## config.mk

```make
export PLATFORM = sky130hd
export DESIGN_NAME = i2c_register_transfer_sequencer_core
export DESIGN_NICKNAME = d
export VERILOG_FILES = /design/src/sv/i2crts_pkg.sv /design/src/sv/i2crts_ram.sv /design/src/sv/i2crts_seq.sv /design/src/sv/i2c_register_transfer_sequencer_core.sv
export VERILOG_INCLUDE_DIRS = /design/src /design/src/sv
export SDC_FILE = /design/constraint.sdc
export NUM_CORES = 1
export LEC_CHECK = 0
export BUFFER_PORTS_ARGS = -buffer_cell sky130_fd_sc_hd__buf_4
export CORE_UTILIZATION = 25
export DETAILED_ROUTE_END_ITERATION = 12
export HOLD_SLACK_MARGIN = 0.02
export MAX_ROUTING_LAYER = met4
export PLACE_DENSITY = 0.43
export SETUP_SLACK_MARGIN = 0.15
export SLEW_MARGIN = 0
export SYNTH_ARGS = -nofsm -noshare
export SYNTH_HDL_FRONTEND = slang
export SYNTH_SLANG_ARGS = --single-unit
export TNS_END_PERCENT = 10
```

## constraint.sdc

```tcl
create_clock -name clk_i -period 5.5 [get_ports clk_i]
set_clock_uncertainty 0.2 [all_clocks]
set_input_delay 0.825 -clock clk_i [delete_from_list [all_inputs] [get_ports clk_i]]
set_output_delay 0.825 -clock clk_i [all_outputs]
set_load 0.01 [all_outputs]
```

## src/sv/i2c_register_transfer_sequencer_core_macros.svh

```systemverilog
// ---------------------------------------------------------------------------
// i2c register transfer sequencer assertion macros
// concurrent checks on the rising clock edge, off while reset is asserted
// ---------------------------------------------------------------------------
`ifndef I2C_REGISTER_TRANSFER_SEQUENCER_CORE_MACROS_SVH
`define I2C_REGISTER_TRANSFER_SEQUENCER_CORE_MACROS_SVH

`ifndef SYNTHESIS
`define I2CRTS_ASSERT(name, clk, rst_n, prop, msg) \
  name: assert property (@(posedge clk) disable iff (!rst_n) prop) else $error(msg);
`define I2CRTS_ASSERT_NEVER(name, clk, rst_n, cond, msg) \
  name: assert property (@(posedge clk) disable iff (!rst_n) !(cond)) else $error(msg);
`else
`define I2CRTS_ASSERT(name, clk, rst_n, prop, msg)
`define I2CRTS_ASSERT_NEVER(name, clk, rst_n, cond, msg)
`endif

`endif

```

## src/sv/i2crts_pkg.sv

```systemverilog
// ---------------------------------------------------------------------------
// i2crts_pkg
// word types, opcodes, bus status codes, phases and bus commands
// ---------------------------------------------------------------------------
package i2crts_pkg;

  localparam int unsigned TX_DEPTH_DEFAULT = 16;

  localparam logic [1:0] OP_START = 2'd0;
  localparam logic [1:0] OP_LOAD  = 2'd1;
  localparam logic [1:0] OP_EVENT = 2'd2;

  localparam logic [7:0] ST_MASK       = 8'hF8;
  localparam logic [7:0] ST_START      = 8'h08;
  localparam logic [7:0] ST_RESTART    = 8'h10;
  localparam logic [7:0] ST_SLAW_ACK   = 8'h18;
  localparam logic [7:0] ST_DATAW_ACK  = 8'h28;
  localparam logic [7:0] ST_SLAR_ACK   = 8'h40;
  localparam logic [7:0] ST_DATAR_ACK  = 8'h50;
  localparam logic [7:0] ST_DATAR_NACK = 8'h58;

  localparam logic [2:0] PH_IDLE    = 3'd0;
  localparam logic [2:0] PH_STARTED = 3'd1;
  localparam logic [2:0] PH_ADDR    = 3'd2;
  localparam logic [2:0] PH_WRITING = 3'd3;
  localparam logic [2:0] PH_RESTART = 3'd4;
  localparam logic [2:0] PH_READING = 3'd5;
  localparam logic [2:0] PH_DONE    = 3'd6;
  localparam logic [2:0] PH_ERROR   = 3'd7;

  localparam logic [2:0] CMD_NONE   = 3'd0;
  localparam logic [2:0] CMD_START  = 3'd1;
  localparam logic [2:0] CMD_GO     = 3'd2;
  localparam logic [2:0] CMD_GO_ACK = 3'd3;
  localparam logic [2:0] CMD_STOP   = 3'd4;

  typedef struct packed {
    logic [1:0] opcode;
    logic [6:0] dev_address;
    logic [7:0] register_address;
    logic [4:0] write_count;
    logic [7:0] read_count;
    logic [3:0] tx_slot;
    logic [7:0] tx_byte;
    logic [7:0] bus_status;
    logic [7:0] bus_rx_byte;
  } in_item_t;

  typedef struct packed {
    logic [2:0] bus_command;
    logic       drive_valid;
    logic [7:0] drive_byte;
    logic       rx_valid;
    logic [7:0] rx_byte;
    logic [7:0] rx_index;
    logic       busy_res;
    logic [2:0] phase;
    logic [7:0] status_seen;
  } out_item_t;

endpackage

```

## src/sv/i2crts_ram.sv

```systemverilog
// ---------------------------------------------------------------------------
// i2crts_ram
// generic single write port, single read port ram with registered read
// ---------------------------------------------------------------------------
module i2crts_ram #(
  parameter int unsigned Width = 8,
  parameter int unsigned Depth = 16,
  localparam int unsigned AddrW = (Depth > 1) ? $clog2(Depth) : 1
) (
  input  logic             clk_i,
  input  logic             we_i,
  input  logic [AddrW-1:0] waddr_i,
  input  logic [Width-1:0] wdata_i,
  input  logic [AddrW-1:0] raddr_i,
  output logic [Width-1:0] rdata_o
);

  logic [Width-1:0] mem [Depth];
  logic [Width-1:0] rdata_q;

  always_ff @(posedge clk_i) begin
    if (we_i) begin
      mem[waddr_i] <= wdata_i;
    end
    rdata_q <= mem[raddr_i];
  end

  assign rdata_o = rdata_q;

endmodule

```

## src/sv/i2crts_seq.sv

```systemverilog
// ---------------------------------------------------------------------------
// i2crts_seq
// transfer state, transmit store and the step logic for one word
// ---------------------------------------------------------------------------
`include "i2c_register_transfer_sequencer_core_macros.svh"

module i2crts_seq #(
  parameter int unsigned TxDepth = i2crts_pkg::TX_DEPTH_DEFAULT
) (
  input  logic                  clk_i,
  input  logic                  rst_ni,
  input  logic                  fire_i,
  input  i2crts_pkg::in_item_t  item_i,
  output i2crts_pkg::out_item_t result_o
);
  import i2crts_pkg::*;

  localparam int unsigned AddrW = (TxDepth > 1) ? $clog2(TxDepth) : 1;
  localparam int unsigned PosW  = $clog2(TxDepth + 1);

  logic [2:0]      phase_q, phase_d;
  logic [6:0]      target_q, target_d;
  logic [7:0]      regidx_q, regidx_d;
  logic [PosW-1:0] tx_pos_q, tx_pos_d;
  logic [4:0]      tx_left_q, tx_left_d;
  logic [7:0]      rx_left_q, rx_left_d;
  logic [7:0]      rx_pos_q, rx_pos_d;
  logic            byp_q, byp_d;
  logic [7:0]      byp_data_q;

  logic             wr_en;
  logic [AddrW-1:0] wr_addr;
  logic [AddrW-1:0] rd_addr;
  logic [7:0]       ram_rdata;
  logic [7:0]       store_byte;
  logic [7:0]       st;
  logic [7:0]       rx_left_dec;
  logic             fail;
  out_item_t        res;

  assign store_byte  = byp_q ? byp_data_q : ram_rdata;
  assign st          = item_i.bus_status & ST_MASK;
  assign rx_left_dec = (rx_left_q != 8'd0) ? rx_left_q - 8'd1 : 8'd0;
  assign wr_addr     = AddrW'(item_i.tx_slot);
  assign rd_addr     = fire_i ? tx_pos_d[AddrW-1:0] : tx_pos_q[AddrW-1:0];
  assign wr_en       = fire_i && (item_i.opcode == OP_LOAD) &&
                       (32'(item_i.tx_slot) < TxDepth);
  assign byp_d       = wr_en && (wr_addr == rd_addr);

  always_comb begin
    phase_d   = phase_q;
    target_d  = target_q;
    regidx_d  = regidx_q;
    tx_pos_d  = tx_pos_q;
    tx_left_d = tx_left_q;
    rx_left_d = rx_left_q;
    rx_pos_d  = rx_pos_q;
    res       = '0;
    fail      = 1'b0;
    case (item_i.opcode)
      OP_START: begin
        target_d  = item_i.dev_address;
        regidx_d  = item_i.register_address;
        tx_left_d = (32'(item_i.write_count) > TxDepth) ? 5'(TxDepth) : item_i.write_count;
        tx_pos_d  = '0;
        rx_left_d = item_i.read_count;
        rx_pos_d  = 8'd0;
        phase_d   = PH_STARTED;
        res.bus_command = CMD_START;
      end
      OP_EVENT: begin
        res.status_seen = st;
        case (phase_q)
          PH_STARTED: begin
            if (st == ST_START || st == ST_RESTART) begin
              res.drive_valid = 1'b1;
              res.drive_byte  = {target_q, 1'b0};
              res.bus_command = CMD_GO;
              phase_d         = PH_ADDR;
            end else begin
              fail = 1'b1;
            end
          end
          PH_ADDR: begin
            if (st == ST_SLAW_ACK) begin
              res.drive_valid = 1'b1;
              res.drive_byte  = regidx_q;
              res.bus_command = CMD_GO;
              phase_d = (tx_left_q == 5'd0 && rx_left_q != 8'd0) ? PH_RESTART : PH_WRITING;
            end else begin
              fail = 1'b1;
            end
          end
          PH_WRITING: begin
            if (st == ST_DATAW_ACK) begin
              if (tx_left_q != 5'd0) begin
                res.drive_valid = 1'b1;
                res.drive_byte  = store_byte;
                res.bus_command = CMD_GO;
                tx_pos_d        = tx_pos_q + PosW'(1);
                tx_left_d       = tx_left_q - 5'd1;
              end else if (rx_left_q != 8'd0) begin
                res.bus_command = CMD_START;
                phase_d         = PH_RESTART;
              end else begin
                res.bus_command = CMD_STOP;
                phase_d         = PH_DONE;
              end
            end else begin
              fail = 1'b1;
            end
          end
          PH_RESTART: begin
            if (st == ST_DATAW_ACK) begin
              res.bus_command = CMD_START;
            end else if (st == ST_START || st == ST_RESTART) begin
              res.drive_valid = 1'b1;
              res.drive_byte  = {target_q, 1'b1};
              res.bus_command = CMD_GO;
              phase_d         = PH_READING;
            end else begin
              fail = 1'b1;
            end
          end
          PH_READING: begin
            if (st == ST_SLAR_ACK) begin
              res.bus_command = (rx_left_q > 8'd1) ? CMD_GO_ACK : CMD_GO;
            end else if (st == ST_DATAR_ACK) begin
              res.rx_valid    = 1'b1;
              res.rx_byte     = item_i.bus_rx_byte;
              res.rx_index    = rx_pos_q;
              rx_pos_d        = rx_pos_q + 8'd1;
              rx_left_d       = rx_left_dec;
              res.bus_command = (rx_left_dec > 8'd1) ? CMD_GO_ACK : CMD_GO;
            end else if (st == ST_DATAR_NACK) begin
              res.rx_valid    = 1'b1;
              res.rx_byte     = item_i.bus_rx_byte;
              res.rx_index    = rx_pos_q;
              res.bus_command = CMD_STOP;
              phase_d         = PH_DONE;
            end else begin
              fail = 1'b1;
            end
          end
          default: begin
            fail = 1'b1;
          end
        endcase
        if (fail) begin
          res.bus_command = CMD_STOP;
          res.drive_valid = 1'b0;
          res.drive_byte  = 8'd0;
          res.rx_valid    = 1'b0;
          res.rx_byte     = 8'd0;
          res.rx_index    = 8'd0;
          phase_d         = PH_ERROR;
        end
      end
      default: begin
        res.bus_command = CMD_NONE;
      end
    endcase
    res.phase    = phase_d;
    res.busy_res = (phase_d != PH_IDLE) && (phase_d != PH_DONE) && (phase_d != PH_ERROR);
  end

  assign result_o = res;

  i2crts_ram #(
    .Width (8),
    .Depth (TxDepth)
  ) u_tx_store (
    .clk_i   (clk_i),
    .we_i    (wr_en),
    .waddr_i (wr_addr),
    .wdata_i (item_i.tx_byte),
    .raddr_i (rd_addr),
    .rdata_o (ram_rdata)
  );

  always_ff @(posedge clk_i or negedge rst_ni) begin
    if (!rst_ni) begin
      phase_q   <= PH_IDLE;
      target_q  <= '0;
      regidx_q  <= '0;
      tx_pos_q  <= '0;
      tx_left_q <= '0;
      rx_left_q <= '0;
      rx_pos_q  <= '0;
      byp_q     <= 1'b0;
    end else begin
      byp_q <= byp_d;
      if (fire_i) begin
        phase_q   <= phase_d;
        target_q  <= target_d;
        regidx_q  <= regidx_d;
        tx_pos_q  <= tx_pos_d;
        tx_left_q <= tx_left_d;
        rx_left_q <= rx_left_d;
        rx_pos_q  <= rx_pos_d;
      end
    end
  end

  always_ff @(posedge clk_i) begin
    byp_data_q <= item_i.tx_byte;
  end

  // bytes still to send plus bytes already sent never exceed the store
  `I2CRTS_ASSERT(a_tx_span, clk_i, rst_ni, (32'(tx_left_q) + 32'(tx_pos_q) <= TxDepth), "tx span beyond store")

endmodule

```

## src/sv/i2c_register_transfer_sequencer_core.sv

```systemverilog
// ---------------------------------------------------------------------------
// i2c_register_transfer_sequencer_core
// i2c master register transfer sequencer: one command word per input word
// ---------------------------------------------------------------------------
//   channel | direction | handshake                | payload
//   --------+-----------+--------------------------+-----------
//   in      | input     | in_valid_i / in_stall_o  | in_data_i
//   out     | output    | out_valid_o / out_stall_i| out_data_o
//
// one word per cycle sustained while out_stall_i is low, each word passing through
// input register, single step logic, result register
// transmit store read is registered, a load to the slot under read is bypassed
// reset clears control state only, store contents are undefined until loaded
// in_stall_o rises only while a result waits and out_stall_i is high
// ---------------------------------------------------------------------------
`include "i2c_register_transfer_sequencer_core_macros.svh"

module i2c_register_transfer_sequencer_core #(
  parameter int unsigned TxDepth = i2crts_pkg::TX_DEPTH_DEFAULT
) (
  input  logic                  clk_i,
  input  logic                  rst_ni,
  input  logic                  in_valid_i,
  output logic                  in_stall_o,
  input  i2crts_pkg::in_item_t  in_data_i,
  output logic                  out_valid_o,
  input  logic                  out_stall_i,
  output i2crts_pkg::out_item_t out_data_o
);
  import i2crts_pkg::*;

  logic      s1_valid_q;
  in_item_t  s1_item_q;
  logic      out_valid_q;
  out_item_t out_item_q;
  out_item_t result;
  logic      adv;
  logic      fire;
  logic      take;

  assign adv        = !out_valid_q || !out_stall_i;
  assign fire       = s1_valid_q && adv;
  assign in_stall_o = s1_valid_q && !adv;
  assign take       = in_valid_i && !in_stall_o;

  i2crts_seq #(
    .TxDepth (TxDepth)
  ) u_seq (
    .clk_i    (clk_i),
    .rst_ni   (rst_ni),
    .fire_i   (fire),
    .item_i   (s1_item_q),
    .result_o (result)
  );

  always_ff @(posedge clk_i or negedge rst_ni) begin
    if (!rst_ni) begin
      s1_valid_q  <= 1'b0;
      out_valid_q <= 1'b0;
    end else begin
      if (!s1_valid_q || adv) begin
        s1_valid_q <= in_valid_i;
      end
      if (adv) begin
        out_valid_q <= s1_valid_q;
      end
    end
  end

  always_ff @(posedge clk_i) begin
    if (take) begin
      s1_item_q <= in_data_i;
    end
    if (fire) begin
      out_item_q <= result;
    end
  end

  assign out_valid_o = out_valid_q;
  assign out_data_o  = out_item_q;

  `I2CRTS_ASSERT(a_fire_shows, clk_i, rst_ni, fire |=> out_valid_o, "processed word not presented")
  `I2CRTS_ASSERT(a_stall_cause, clk_i, rst_ni, in_stall_o |-> (out_valid_o && out_stall_i), "input stalled without output backpressure")
  `I2CRTS_ASSERT_NEVER(a_drive_rx, clk_i, rst_ni, out_valid_o && out_data_o.drive_valid && out_data_o.rx_valid, "drive and receive in one word")
  `I2CRTS_ASSERT(a_busy_phase, clk_i, rst_ni, (out_valid_o && (out_data_o.phase == PH_IDLE || out_data_o.phase == PH_DONE || out_data_o.phase == PH_ERROR)) |-> !out_data_o.busy_res, "busy in a resting phase")

endmodule
```

After elaboration in Yosys (flattened, before gate mapping)
Memories as Yosys holds them, arrays and structs flattened. A register that Yosys moved wholly into a read port is not among the register bits. Index checks and enable logic that the tools add are counted.

Bits of input ports: 62. Word-level logic and storage cells: 158. Memories: 1. Output and inout port bits: 43. Register bits after elaboration: 154. RAM bits: 128.

Bitwise operators: 2. Reduce and logical (&&, ||, !) cells: 27. Mux-type cells: 67. $lt $le $gt $ge: 3. Add/sub/neg operators: 4. Equality and inequality tests: 23.

Memories: u_seq.u_tx_store.mem (words 16, bits a word 8, rd ports 1, clocked after memory_dff 1, write ports 1, line i2crts_ram.sv:18) `logic [Width-1:0] mem [Depth];`.

Operators by type and width (count): 17-bit 2-to-1 mux (4); 8-bit 2-to-1 mux (8); 3-bit 2-to-1 mux (16); 9-bit one-hot mux with 4 select lines (1); 5-bit 2-to-1 mux (7); 11-bit 2-to-1 mux (3); 8-bit one-hot mux with 2 select lines (2); 3-bit one-hot mux with 5 select lines (2); 29-bit 2-to-1 mux (1); 5-bit one-hot mux with 2 select lines (2); 9-bit 2-to-1 mux (2); 8-bit by 1-bit greater-than comparator with 1-bit output, second input constant (2); 5-bit by 4-bit == test with 1-bit output, second input constant (3); 1-bit 2-to-1 mux (12); 12-bit 2-to-1 mux (1); 3-bit one-hot mux with 2 select lines (2); 5-bit by 2-bit == test with 1-bit output, second input constant (2); 5-bit AND reduction (2); 8-bit by 1-bit adder with 8-bit output, second input constant (1); 1-bit logical AND (8); 8-bit nonzero test (1); 8-bit by 1-bit subtractor with 8-bit output, second input constant (1); 3-bit by 2-bit == test with 1-bit output, second input constant (2); 3-bit == test, second input constant (2); 26 further kinds (39).

Depth between registers and ports, before layout
Gate-level depths: netlist of run 1.

Depth after elaboration: 11. Gate-level depth with buffers: 13. Depth with buffers taken out: 10.

Hierarchy
A second synthesis of run 1 with hierarchy kept.

Cell total of the unflattened synthesis: 714. Area, all modules: 11598.6 µm².

Modules (own cells, without submodules): i2crts_ram (cells each 229, instances 1, sequential area each 4003.8 µm², area an instance 5147.4 µm²); i2crts_seq (cells each 378, instances 1, sequential area each 1261.2 µm², area an instance 3385.7 µm²); i2c_register_transfer_sequencer_core (cells each 107, instances 1, sequential area each 3022.9 µm², area an instance 3065.4 µm²).

Least setup slack after synthesis of run 1
Ideal clock, no wire load.

Path kind: input to register. Start: in out_stall_i. End: reg u_seq.u_tx_store.rdata_q[6], in the netlist u_seq.u_tx_store.rdata_o[6] (read register of u_seq.u_tx_store.mem). Arrival: 3.478 ns. Data required time: 5.182 ns. Library setup time: 0.118 ns. Path buffers: 3. Stages: 11. Path slack: 1.705 ns. Cell sequence: a21bo_2 > inv_1 > nand3_1 > or3_1 > and2_1 > buf_6 > buf_6 > buf_6 > a211oi_1 > o21ai_0 > o2111a_1.

Cells in the longest elaborated chain, start to end: 4.

RTL lines: start: declaration (line i2c_register_transfer_sequencer_core.sv:27) `input logic out_stall_i,`; 1-bit zero test (line i2c_register_transfer_sequencer_core.sv:41) `assign adv = !out_valid_q || !out_stall_i;`; 1-bit logical OR (line i2c_register_transfer_sequencer_core.sv:41); 1-bit logical AND (line i2c_register_transfer_sequencer_core.sv:42) `assign fire = s1_valid_q && adv;`; via fire (line i2c_register_transfer_sequencer_core.sv:38) `logic fire;`; 4-bit 2-to-1 mux (line i2crts_seq.sv:45) `assign rd_addr = fire_i ? tx_pos_d[AddrW-1:0] : tx_pos_q[AddrW-1:0];`; end: declaration (line i2crts_ram.sv:19) `logic [Width-1:0] rdata_q;`.

The timed path passes the listed nets, and every way through them passes these cells. A chain may end at the register's enable or synchronous reset.

Worst setup path in the final report of run 1
Start: reg u_seq.tx_left_q[0]. End: reg u_seq.u_tx_store.rdata_q[2], in the netlist u_seq.u_tx_store.rdata_o[2] (read register of u_seq.u_tx_store.mem).

Cells in the longest elaborated chain, start to end: 6.

RTL lines: start: declaration (line i2crts_seq.sv:25) `logic [4:0] tx_left_q, tx_left_d;`; start signal: assignment (line i2crts_seq.sv:198) `tx_left_q <= tx_left_d;`; 5-bit nonzero test (line i2crts_seq.sv:96) `if (tx_left_q != 5'd0) begin`; 5-bit 2-to-1 mux (line i2crts_seq.sv:96); 5-bit 2-to-1 mux (line i2crts_seq.sv:95) `if (st == ST_DATAW_ACK) begin`; 5-bit 2-to-1 mux (line i2crts_seq.sv:73) `case (phase_q)`; 5-bit one-hot mux with 2 select lines (line i2crts_seq.sv:60) `case (item_i.opcode)`; 4-bit 2-to-1 mux (line i2crts_seq.sv:45).

Every way passes these cells. The select of a mux whose other input is x is not followed.

==> results of run 1 <==
[final timing paths]
check	slack, ns	start	depth (start not counted)	endpoint
max	1.61	u_seq.tx_left_q[0]	12	u_seq.u_tx_store.rdata_o[2]
min	0.12	rst_ni	1	u_seq.tx_left_q[1]
max reg2reg	1.61	u_seq.tx_left_q[0]	12	u_seq.u_tx_store.rdata_o[2]
min reg2reg	0.23	s1_item_q[51]	2	u_seq.target_q[2]
max in group asynchronous	4.51	rst_ni	1	u_seq.regidx_q[1]
min in group clk_i	0.23	s1_item_q[51]	2	u_seq.target_q[2]
[layer usage]
metal / vias to the layer above / wire, um / track usage (%)
met2: 135 / 14900 / 21.6
li1: 3526 / - / -
met5: - / 0 / -
met3: 50 / 1170 / 2.80
met1: 3718 / 14000 / 16.9
met4: 0 / 772 / 4.50
[flip-flops by register name (all words and copies together), names as in the netlist]
signal and flops:
u_seq.u_tx_store.mem 128, u_seq.tx_pos_q 4, u_seq.regidx_q 8, u_seq.u_tx_store.rdata_o 8
u_seq.rx_pos_q 8, u_seq.tx_left_q 5, u_seq.phase_q 3, u_seq.byp_data_q 8
out_valid_o 1, u_seq.rx_left_q 8, u_seq.byp_q 1, out_data_o 38
s1_valid_q 1, u_seq.target_q 7, s1_item_q 55
[per-stage QoR]
stage	std cells	cell area (sq um)	utilization [%]	power [W]	hold WS (ns)
detailed placement	1546	13100	28.7	0.00297	0.231
global placement	1546	13100	28.7	0.00296	0.230
finish	1610	14200	31.1	0.00515	0.122
floorplan	874	11700	-	0.00279	0.215
CTS	1610	14200	31.1	0.00523	0.119
global route	1610	14200	31.1	0.00536	0.144
[layout by cell type (no fill, tap or decap), types with 4 or more instances in the layout]
cell	count
and3_1	9
o22ai_1	4
nor2_1	49
o21bai_1	9
clkbuf_1	6
and2_1	19
nand2_1	90
nor3_1	20
ha_1	7
dfxtp_1	16
a211oi_1	53
a21boi_0	5
o21ai_0	42
buf_4	116
nand3_1	15
xor2_1	12
nand4_1	7
inv_1	20
clkinv_2	5
and4_1	8
dfrtp_1	46
a21oi_1	29
o221a_2	4
nor3b_1	48
mux2i_1	17
a41oi_1	4
clkbuf_16	36
nand3b_1	4
xnor2_1	7
clkinv_1	11
edfxtp_1	221
a32oi_1	8
[worst register-to-register path, cell delays in order, from the launching register on]
cell and delay [ns]:
dfrtp_1 0.38, inv_1 0.10, ha_1 0.27, nor4b_2 0.63, or3_1 0.23, buf_4 0.23, nor3_4 0.07, nor2_1 0.26
inv_2 0.33, buf_4 0.33, a211oi_1 0.29, o21ai_0 0.22, and4_1 0.25
[logic make-up (layout without fill, tap and decap cells)]
| kind of cell | after synthesis | in the layout | share of synthesized area (%) |
|---|---|---|---|
| AND/OR/NAND/NOR | 289 | 289 | 13.3 |
| multiplexers | 18 | 18 | 1.55 |
| AO/OA/AOI/OAI | 187 | 187 | 10.9 |
| XOR/XNOR | 19 | 19 | 1.43 |
| other | 1 | 3 | 0.0321 |
| adder cells (fa/ha/maj) | 7 | 7 | 0.750 |
| flip-flops | 283 | 283 | 69.5 |
| buffers and inverters | 68 | 204 | 2.64 |
[power breakdown]
group	switching (W)	internal [W]	leakage, nW
Clock	0.000918	0.00131	0.533
Combinational	0.000207	0.000159	1.77
Sequential	0.000116	0.00244	2.76
[final cells by class]
type	instances	area, sq um	area share [%]
inverters	24	90.1	0.634
clock inverters	21	163	1.14
multi-input cells	523	3290	23.1
flip-flops and latches	283	8110	57.1
well taps	600	751	5.28
repair buffers	116	871	6.13
clock buffers	43	937	6.60
==> run_results.csv, run 1 <==
group,metric,value,unit
flow_run,maxCapViolations,0,
setup_path,crit_family,"simple AND/OR/NAND/NOR gates",
clock_tree,clkTransAtPathRegs,0.06,ns
sta,setup_violations,0,
grt,grt_max_degree,48,
synthesis,synthTopCellsByCount,"edfxtp_1 (221), nand2_1 (90), a211oi_1 (53)",
sta,worstMarginPinSlew,1.08,ns
setup_path,crit_top_cell,"buf_4",
synthesis,syn_area,11700,sq um
clock_tree,clkLatencyLatePin,0.54,ns
synthesis,ys_seq_elements,283,
clock_tree,clock-sinks,283,
sta,fmax,0.257,GHz
sta,fin_crit,3.89,ns
route,via_count,7429,
synthesis,syn_inst,872,
setup_path,critPathMaxFanout,30,
synthesis,syn_area_per_cell,13.4,sq um
cells_and_area,diodes,0,
synthesis,yosysMostFrequentCell,"edfxtp_1",
place,place_ws,1.27,ns
clock_tree,cts_max_level,2,
power,p_per_area,362,nW/um^2
clock_tree,cts_root_buf,"clkbuf_16",
clock_tree,cts_tree,"yes",
route,post_drt_wl_per_cell,19.2,um
grt,grt-ovfl-total,0,
grt,first_global_vias,7538,
clock_tree,post_cts_resized,0,
sta,hold_viol,0,
clock_tree,cts_made_buffers,35,
synthesis,ys.flop_type,"edfxtp_1",
setup_path,path_buf_inv,4,
floorplan,start_util,25.6,%
synthesis,synth.area.top_cells,"edfxtp_1 (57%), dfrtp_1 (9.9%), a211oi_1 (3.4%)",
clock_tree,cts_setup_buffers,0,
clock_tree,cts_buffer_depth,3,
grt,grt_util_all_layers,13.5,%
power,peakVddDrop,0.223,mV
cells_and_area,nFillCells,4635,
setup_path,path_class,"reg -> reg",
hold_path,hp-class,"in -> async",
floorplan,dieArea,47600,sq um
setup_path,crit_arrival,4.12,ns
synthesis,synth_async_sr_flop_share,16.3,%
cells_and_area,drive_gt1_share,18.2,%
route,wl,30.9,mm
floorplan,rows,78,
place,gp_congestion,0.773,
route,viasPerCell,4.61,
cells_and_area,nets,1052,
setup_path,crit_chain,"inv_1 > ha_1 > nor4b_2 > or3_1 > buf_4 > nor3_4 > nor2_1 > inv_2 > buf_4 > a211oi_1 > o21ai_0 > and4_1",
place,place_hpwl,19.6,mm
floorplan,core_area,45700,sq um
grt,antenna_found_initial,0,
cells_and_area,area_growth,21.7,%
floorplan,die_y,218,um
setup_path,cp-start-kind,"register",
setup_path,cpPeakStageDelay,0.63,ns
setup_path,required,5.72,ns
route,drt_iter0_drc,499,
grt,grt_first_pass_wirelength,46.5,mm
route,final_antenna_net_count,0,
synthesis,synth_top_area_cell,"edfxtp_1",
synthesis,yosysSeqAreaShare,69.5,%
sta,slew_headroom,27.9,%
setup_path,endpoint_kind,"register",
sta,fin_ws,1.61,ns
synthesis,synth_cell_type_count,65,
synthesis,yosysWarnings,0,
power,p_leak,5.07,nW
synthesis,synth_top_area_share,56.9,%
route,drtPass1Iterations,5,
sta,slew_violations,0,
synthesis,synth_edf_count,221,
sta,rsz0062_at_grt,"no",
sta,min_period_over_period,70.8,%
place,numPortBuffers,98,
route,drc_errors,0,
clock_tree,cts_hold_buf,0,
sta,fin_setup_tns,0,ns
floorplan,io_pins,105,
outcome,status,"completed",
floorplan,die_w,218,um
setup_path,slowest_stage,"nor4b_2",
(Power assumes the default switching activity.)
==> run 2, diff against run 1 <==
--- a/config.mk
+++ b/config.mk
@@ -11,7 +11,7 @@
 export DETAILED_ROUTE_END_ITERATION = 12
 export HOLD_SLACK_MARGIN = 0.02
 export MAX_ROUTING_LAYER = met4
-export PLACE_DENSITY = 0.43
+export PLACE_DENSITY = 0.45
 export SETUP_SLACK_MARGIN = 0.15
 export SLEW_MARGIN = 0
 export SYNTH_ARGS = -nofsm -noshare
==> constraint.sdc (replaced) <==
create_clock -name clk_i -period 3.2 [get_ports clk_i]
set_clock_uncertainty 0.2 [all_clocks]
set_input_delay 0.48 -clock clk_i [delete_from_list [all_inputs] [get_ports clk_i]]
set_output_delay 0.48 -clock clk_i [all_outputs]
set_load 0.01 [all_outputs]
==> run 2 against run 1 <==
Effect of this change:
- core utilization grew 2.6 points
- register-to-register slack got worse by 1.5 ns
- global-route usage is 0.31 points lower
- clock power is 52% higher
- clock-buffer cell count stayed put
- power up 66%
- non-clock buffer count grew 130
- largest cell class unchanged
- largest power group unchanged
- highest routed layer unchanged
==> run_results.csv, run 2 (synthesis gave the netlist of run 1 again) <==
group,metric,value,unit
place,place_hpwl,20.2,mm
hold_path,hp-class,"reg -> reg",
power,p_leak,5.66,nW
route,viasPerCell,4.49,
setup_path,endpoint_kind,"register",
floorplan,core_area,45700,sq um
clock_tree,clock-sinks,283,
route,drc_errors,0,
setup_path,path_buf_inv,4,
setup_path,critPathMaxFanout,14,
cells_and_area,drive_gt1_share,23.4,%
floorplan,start_util,25.6,%
clock_tree,cts_tree,"yes",
floorplan,die_y,218,um
flow_run,maxCapViolations,0,
setup_path,crit_chain,"inv_1 > ha_2 > nor4b_4 > buf_4 > or3_4 > or3_4 > and2_4 > buf_12 > buf_4 > a211oi_2 > o21ai_1 > and4_1",
grt,first_global_vias,8009,
place,gp_congestion,0.819,
outcome,status,"completed",
place,dp_cells,1607,
cells_and_area,diodes,0,
sta,slew_violations,0,
cells_and_area,largest_register_ffs,128,
setup_path,path_class,"reg -> reg",
clock_tree,clkLatencyLatePin,0.58,ns
floorplan,rows,78,
grt,grt-ovfl-total,0,
grt,grt_first_pass_wirelength,46.9,mm
cells_and_area,regMostFlops,"u_seq.u_tx_store.mem",
sta,min_period_over_period,95.4,%
sta,worstMarginPinSlew,0.698,ns
route,final_antenna_net_count,0,
setup_path,slowest_stage,"or3_4",
sta,fin_ws,0.148,ns
setup_path,cp-start-kind,"register",
floorplan,io_pins,105,
grt,grt_util_all_layers,13.2,%
clock_tree,cts_made_buffers,31,
cells_and_area,final_common_cell,"edfxtp_1",
sta,fmax,0.328,GHz
sta,setup_violations,0,
route,via_count,7789,
clock_tree,clkTransAtPathRegs,0.06,ns
route,post_drt_wl_per_cell,17.8,um
sta,fin_crit,3.05,ns
place,placed_area,13600,sq um
grt,antenna_found_initial,0,
sta,hold_viol,0,
place,numPortBuffers,98,
setup_path,required,3.47,ns
route,drt_iter0_drc,494,
route,wl,30.8,mm
power,peakVddDrop,0.443,mV
floorplan,dieArea,47600,sq um
cells_and_area,nets,1178,
cells_and_area,area_growth,32.0,%
power,p_per_area,556,nW/um^2
grt,grt_max_degree,56,
setup_path,crit_family,"simple AND/OR/NAND/NOR gates",
cells_and_area,finalInstanceArea,15400,sq um
setup_path,cpPeakStageDelay,0.40,ns
sta,rsz0062_at_grt,"yes",
route,drtPass1Iterations,5,
clock_tree,cts_root_buf,"clkbuf_16",
clock_tree,cts_max_level,1,
clock_tree,cts_buffer_depth,3,
sta,slew_headroom,53.5,%
cells_and_area,mostFrequentLayoutCells,"edfxtp_1 (221), buf_4 (173), nand2_1 (90)",
cells_and_area,stdcell_count,1734,
setup_path,crit_arrival,3.33,ns
place,place_ws,-0.172,ns
floorplan,die_w,218,um
-- run 2: changes by cell type in the layout (fill, tap and decap cells not counted), sizes merged --
cell,change
buf,+70
dlygate4sd3,+59
clkinv,-3
inv,-2
bufinv,-1
clkbuf,+1
-- run 2: per-stage QoR --
step	hold WS, ns	TNS [ns]	power [W]	utilization (%)
5_1_grt	0.275	0	0.00891	33.7
3_3_place_gp	0.232	-0.573	0.00517	29.9
3_5_place_dp	0.236	-1.05	0.00517	29.9
6_report	0.240	0	0.00856	33.7
2_1_floorplan	-0.0156	0	0.00479	-
4_1_cts	0.249	0	0.00865	33.3
-- run 2: final timing paths --
check | from | cells past startpoint | slack, ns | end
worst max-delay path | u_seq.tx_left_q[0] | 12 | 0.15 | u_seq.u_tx_store.rdata_o[2]
worst min-delay path | s1_item_q[52] | 2 | 0.24 | u_seq.target_q[3]
min in group asynchronous | rst_ni | 2 | 0.28 | u_seq.tx_left_q[1]
max in group asynchronous | rst_ni | 2 | 2.07 | u_seq.regidx_q[0]
worst max register to register | u_seq.tx_left_q[0] | 12 | 0.15 | u_seq.u_tx_store.rdata_o[2]
worst min register to register | s1_item_q[52] | 2 | 0.24 | u_seq.target_q[3]
-- run 2: worst register-to-register path, delay by kind of cell, from the launching register on --
family / cells / cell delay, ns
fa+ha+maj: 1 / 0.18
buf+inv: 4 / 0.56
simple gates: 5 / 1.30
flops: 1 / 0.34
compound gates: 2 / 0.35
-- run 2: timing repair --
action | in CTS | in global routing
pin swaps | 1 | 11
hold buffers | 59 | 0
endpoints found under the setup margin | 9 | 27
endpoints found under the hold margin | 103 | 0
setup buffers | 0 | 9
gates cloned | 0 | 1
resized for setup | 13 | 25
-- run 2: final cells by class --
type | count | area [sq um]
timing repair buffer | 246 | 2130
multi-input combinational | 523 | 3370
clock buffer | 43 | 841
clock inverter | 15 | 115
inverter | 24 | 98.8
tap | 600 | 751
fill | 4569 | 30300
sequential | 283 | 8110
-- run 2: metal layers --
| layer | vias to the layer above | GRT usage (%) | share of wire (%) |
|---|---|---|---|
| met5 | - | - | 0 |
| met2 | 150 | 22.6 | 50 |
| li1 | 3775 | - | - |
| met3 | 40 | 1.60 | 3.9 |
| met1 | 3824 | 16.3 | 44 |
| met4 | 0 | 3.57 | 1.9 |
-- run 2: report_power, final --
group          switching [W]  internal [W]
sequential          0.000154       0.00419
clock                0.00146       0.00192
combinational       0.000432      0.000408
==> run 3, diff against run 2 <==
==> constraint.sdc (replaced) <==
create_clock -name clk_i -period 2.5 [get_ports clk_i]
set_clock_uncertainty 0.2 [all_clocks]
set_input_delay 0.5 -clock clk_i [delete_from_list [all_inputs] [get_ports clk_i]]
set_output_delay 0.5 -clock clk_i [all_outputs]
set_load 0.01 [all_outputs]
==> run 3 against run 2 <==
Effect of this change:
- the flow now finishes with violations (negative setup slack)
- die area unchanged
- critical path type unchanged
- worst setup slack worse by 0.49 ns
- flip-flop and latch count unchanged
- final area grew 8.5%
- worst hold slack lost 0.20 ns
- critical path depth unchanged
- core utilization up 2.9 points
- combinational power up 54%
- highest routed layer unchanged
- sequential power is 29% higher
- sequential share of layout area decreased by 4.1 points
- maximum frequency is 7.5% higher
- routed wire length is 7.7% higher
==> run_results.csv, run 3 (synthesis gave the netlist of run 1 again) <==
group,metric,value,unit
outcome,status,"finished with violations",
outcome,violations,"negative setup slack",
setup_path,crit_arrival,3.15,ns
hold_path,min_from,"out_stall_i",
sta,rsz0062_at_grt,"yes",
hold_path,min_to,"s1_valid_q",
setup_path,crit_chain,"inv_2 > ha_4 > nor4b_4 > or3_4 > or3_4 > and2_4 > buf_6 > buf_12 > buf_6 > mux2i_1 > a32oi_1 > and4_1",
cells_and_area,drive_gt1_share,35.1,%
grt,grt-ovfl-total,0,
cells_and_area,area_growth,43.2,%
route,drt_iter0_drc,555,
floorplan,die_y,218,um
power,netSwitchingFraction,23.9,%
cells_and_area,diodes,0,
floorplan,rows,78,
clock_tree,clock-sinks,283,
cells_and_area,stdcell_count,1812,
grt,antenna_found_initial,0,
setup_path,critPathMaxFanout,8,
cells_and_area,regMostFlops,"u_seq.u_tx_store.mem",
place,place_ws,-0.519,ns
place,gp_congestion,0.833,
setup_path,crit_family,"simple AND/OR/NAND/NOR gates",
grt,grt_first_pass_wirelength,49.8,mm
sta,fmax,0.352,GHz
place,numPortBuffers,98,
floorplan,dieArea,47600,sq um
clock_tree,clkLatencyLatePin,0.58,ns
power,power.share.clock,39.8,%
route,post_drt_wl_per_cell,18.3,um
hold_path,hp-class,"in -> reg",
route,viasPerCell,4.56,
setup_path,slowest_stage,"or3_4",
place,place_hpwl,22.1,mm
power,comb_power_share,11.3,%
clock_tree,cts_made_buffers,31,
grt,first_global_vias,8310,
floorplan,core_area,45700,sq um
sta,worstMarginPinSlew,0.850,ns
cells_and_area,nets,1256,
sta,slew_violations,0,
sta,hold_viol,0,
route,drc_errors,0,
power,p_per_area,682,nW/um^2
setup_path,endpoint_kind,"register",
power,peakVddDrop,0.543,mV
cells_and_area,mostFrequentLayoutCells,"buf_4 (225), edfxtp_1 (221), nand2_1 (87)",
floorplan,io_pins,105,
setup_path,r2r-start,"u_seq.tx_left_q[0]",
sta,slew_headroom,43.3,%
floorplan,start_util,25.6,%
power,power_frac_seq,48.9,%
power,switching_power,0.00273,W
clock_tree,cts_root_buf,"clkbuf_16",
setup_path,reg2reg_depth,12,
clock_tree,cts_tree,"yes",
sta,setup_violations,10,
hold_path,min_path_cells,3,
grt,grt_max_degree,47,
setup_path,cpPeakStageDelay,0.40,ns
route,via_count,8257,
power,p_leak,6.24,nW
power,p_int,0.00867,W
setup_path,cp-start-kind,"register",
cells_and_area,final_common_cell,"buf_4",
sta,whs,0.0431,ns
floorplan,die_w,218,um
clock_tree,cts_max_level,1,
cells_and_area,final_core_util,36.6,%
clock_tree,cts_buffer_depth,3,
sta,min_period_over_period,114,%
grt,grt_util_all_layers,14.1,%
route,wl,33.2,mm
route,final_antenna_net_count,0,
setup_path,path_class,"reg -> reg",
clock_tree,clkTransAtPathRegs,0.06,ns
setup_path,timing.rr.end,"u_seq.u_tx_store.rdata_o[0]",
flow_run,maxCapViolations,0,
power,power,0.0114,W
setup_path,path_buf_inv,4,
route,drtPass1Iterations,5,
setup_path,required,2.81,ns
setup_path,r2r_setup_slack,-0.34,ns
sta,fin_crit,2.84,ns
place,dp_cells,1671,
cells_and_area,largest_register_ffs,128,
sta,fin_ws,-0.339,ns
==> run 3: changes by cell type in the layout (fill, tap and decap cells not counted), sizes merged <==
| cell | delta |
|---|---|
| buf | +78 |
| bufinv | +2 |
| clkbuf | -3 |
| clkinv | +1 |
| clkinvlp | -1 |
| dlygate4sd3 | -1 |
| inv | +2 |
==> run 3: power groups by stage <==
stage	combinational [W]	clock (W)	sequential (W)
floorplan	0.000521	0	0.00562
global placement	0.00106	0	0.00566
detailed placement	0.00107	0	0.00565
CTS	0.00123	0.00466	0.00557
global route	0.00142	0.00483	0.00561
finish	0.00129	0.00454	0.00558
==> run 3: cell type report <==
| cell class | instances | area [sq um] |
|---|---|---|
| fillers | 4419 | 29000 |
| flip-flops and latches | 283 | 8110 |
| multi-input cells | 523 | 3830 |
| repair buffers | 324 | 2920 |
| clock buffers | 39 | 841 |
| well taps | 600 | 751 |
| clock inverters | 19 | 170 |
| inverters | 24 | 97.6 |
==> run 3: worst max-delay path by stage <==
stage / startpoint / end / slack, ns / depth (start not counted)
6_report: u_seq.tx_left_q[0] / u_seq.u_tx_store.rdata_o[0] / -0.34 / 12
4_1_cts: u_seq.tx_left_q[0] / u_seq.u_tx_store.rdata_o[5] / -0.30 / 11
3_3_place_gp: u_seq.tx_left_q[0] / u_seq.u_tx_store.rdata_o[2] / -0.46 / 12
3_5_place_dp: u_seq.tx_left_q[0] / u_seq.u_tx_store.rdata_o[2] / -0.52 / 11
2_1_floorplan: out_stall_i / u_seq.u_tx_store.rdata_o[6] / -0.45 / 11
5_1_grt: u_seq.tx_left_q[0] / u_seq.u_tx_store.rdata_o[0] / -0.41 / 14
==> run 3: worst register-to-register path, cell delays in order, from the launching register on <==
cell and delay, ns:
dfrtp_1 0.37, inv_2 0.07, ha_4 0.15, nor4b_4 0.14, or3_4 0.40, or3_4 0.39
and2_4 0.17, buf_6 0.14, buf_12 0.14, buf_6 0.12, mux2i_1 0.11, a32oi_1 0.17
and4_1 0.21
==> run 3: metrics by stage <==
step,TNS [ns],cell area [sq um]
4_1_cts,-2.49,16300
3_5_place_dp,-20.28,14200
5_1_grt,-5.26,16700
6_report,-2.57,16700
2_1_floorplan,-9.25,11700
3_3_place_gp,-17.92,14200
==> run 3: what timing repair did <==
action / CTS / global route
cloned: 4 / 2
gates resized for setup: 83 / 80
pin swaps: 48 / 29
hold buffers: 58 / 0
endpoints found under the hold margin: 103 / 0
setup endpoints to repair: 116 / 151
buffers inserted: 14 / 5
==> run 3: metal layers <==
| layer | vias up | global-route usage [%] | part of all wire [%] |
|---|---|---|---|
| met2 | 206 | 23.7 | 50 |
| met4 | 0 | 3.33 | 2.4 |
| met5 | - | - | 0 |
| li1 | 3929 | - | - |
| met1 | 4066 | 17.5 | 44 |
| met3 | 56 | 2.34 | 4.5 |
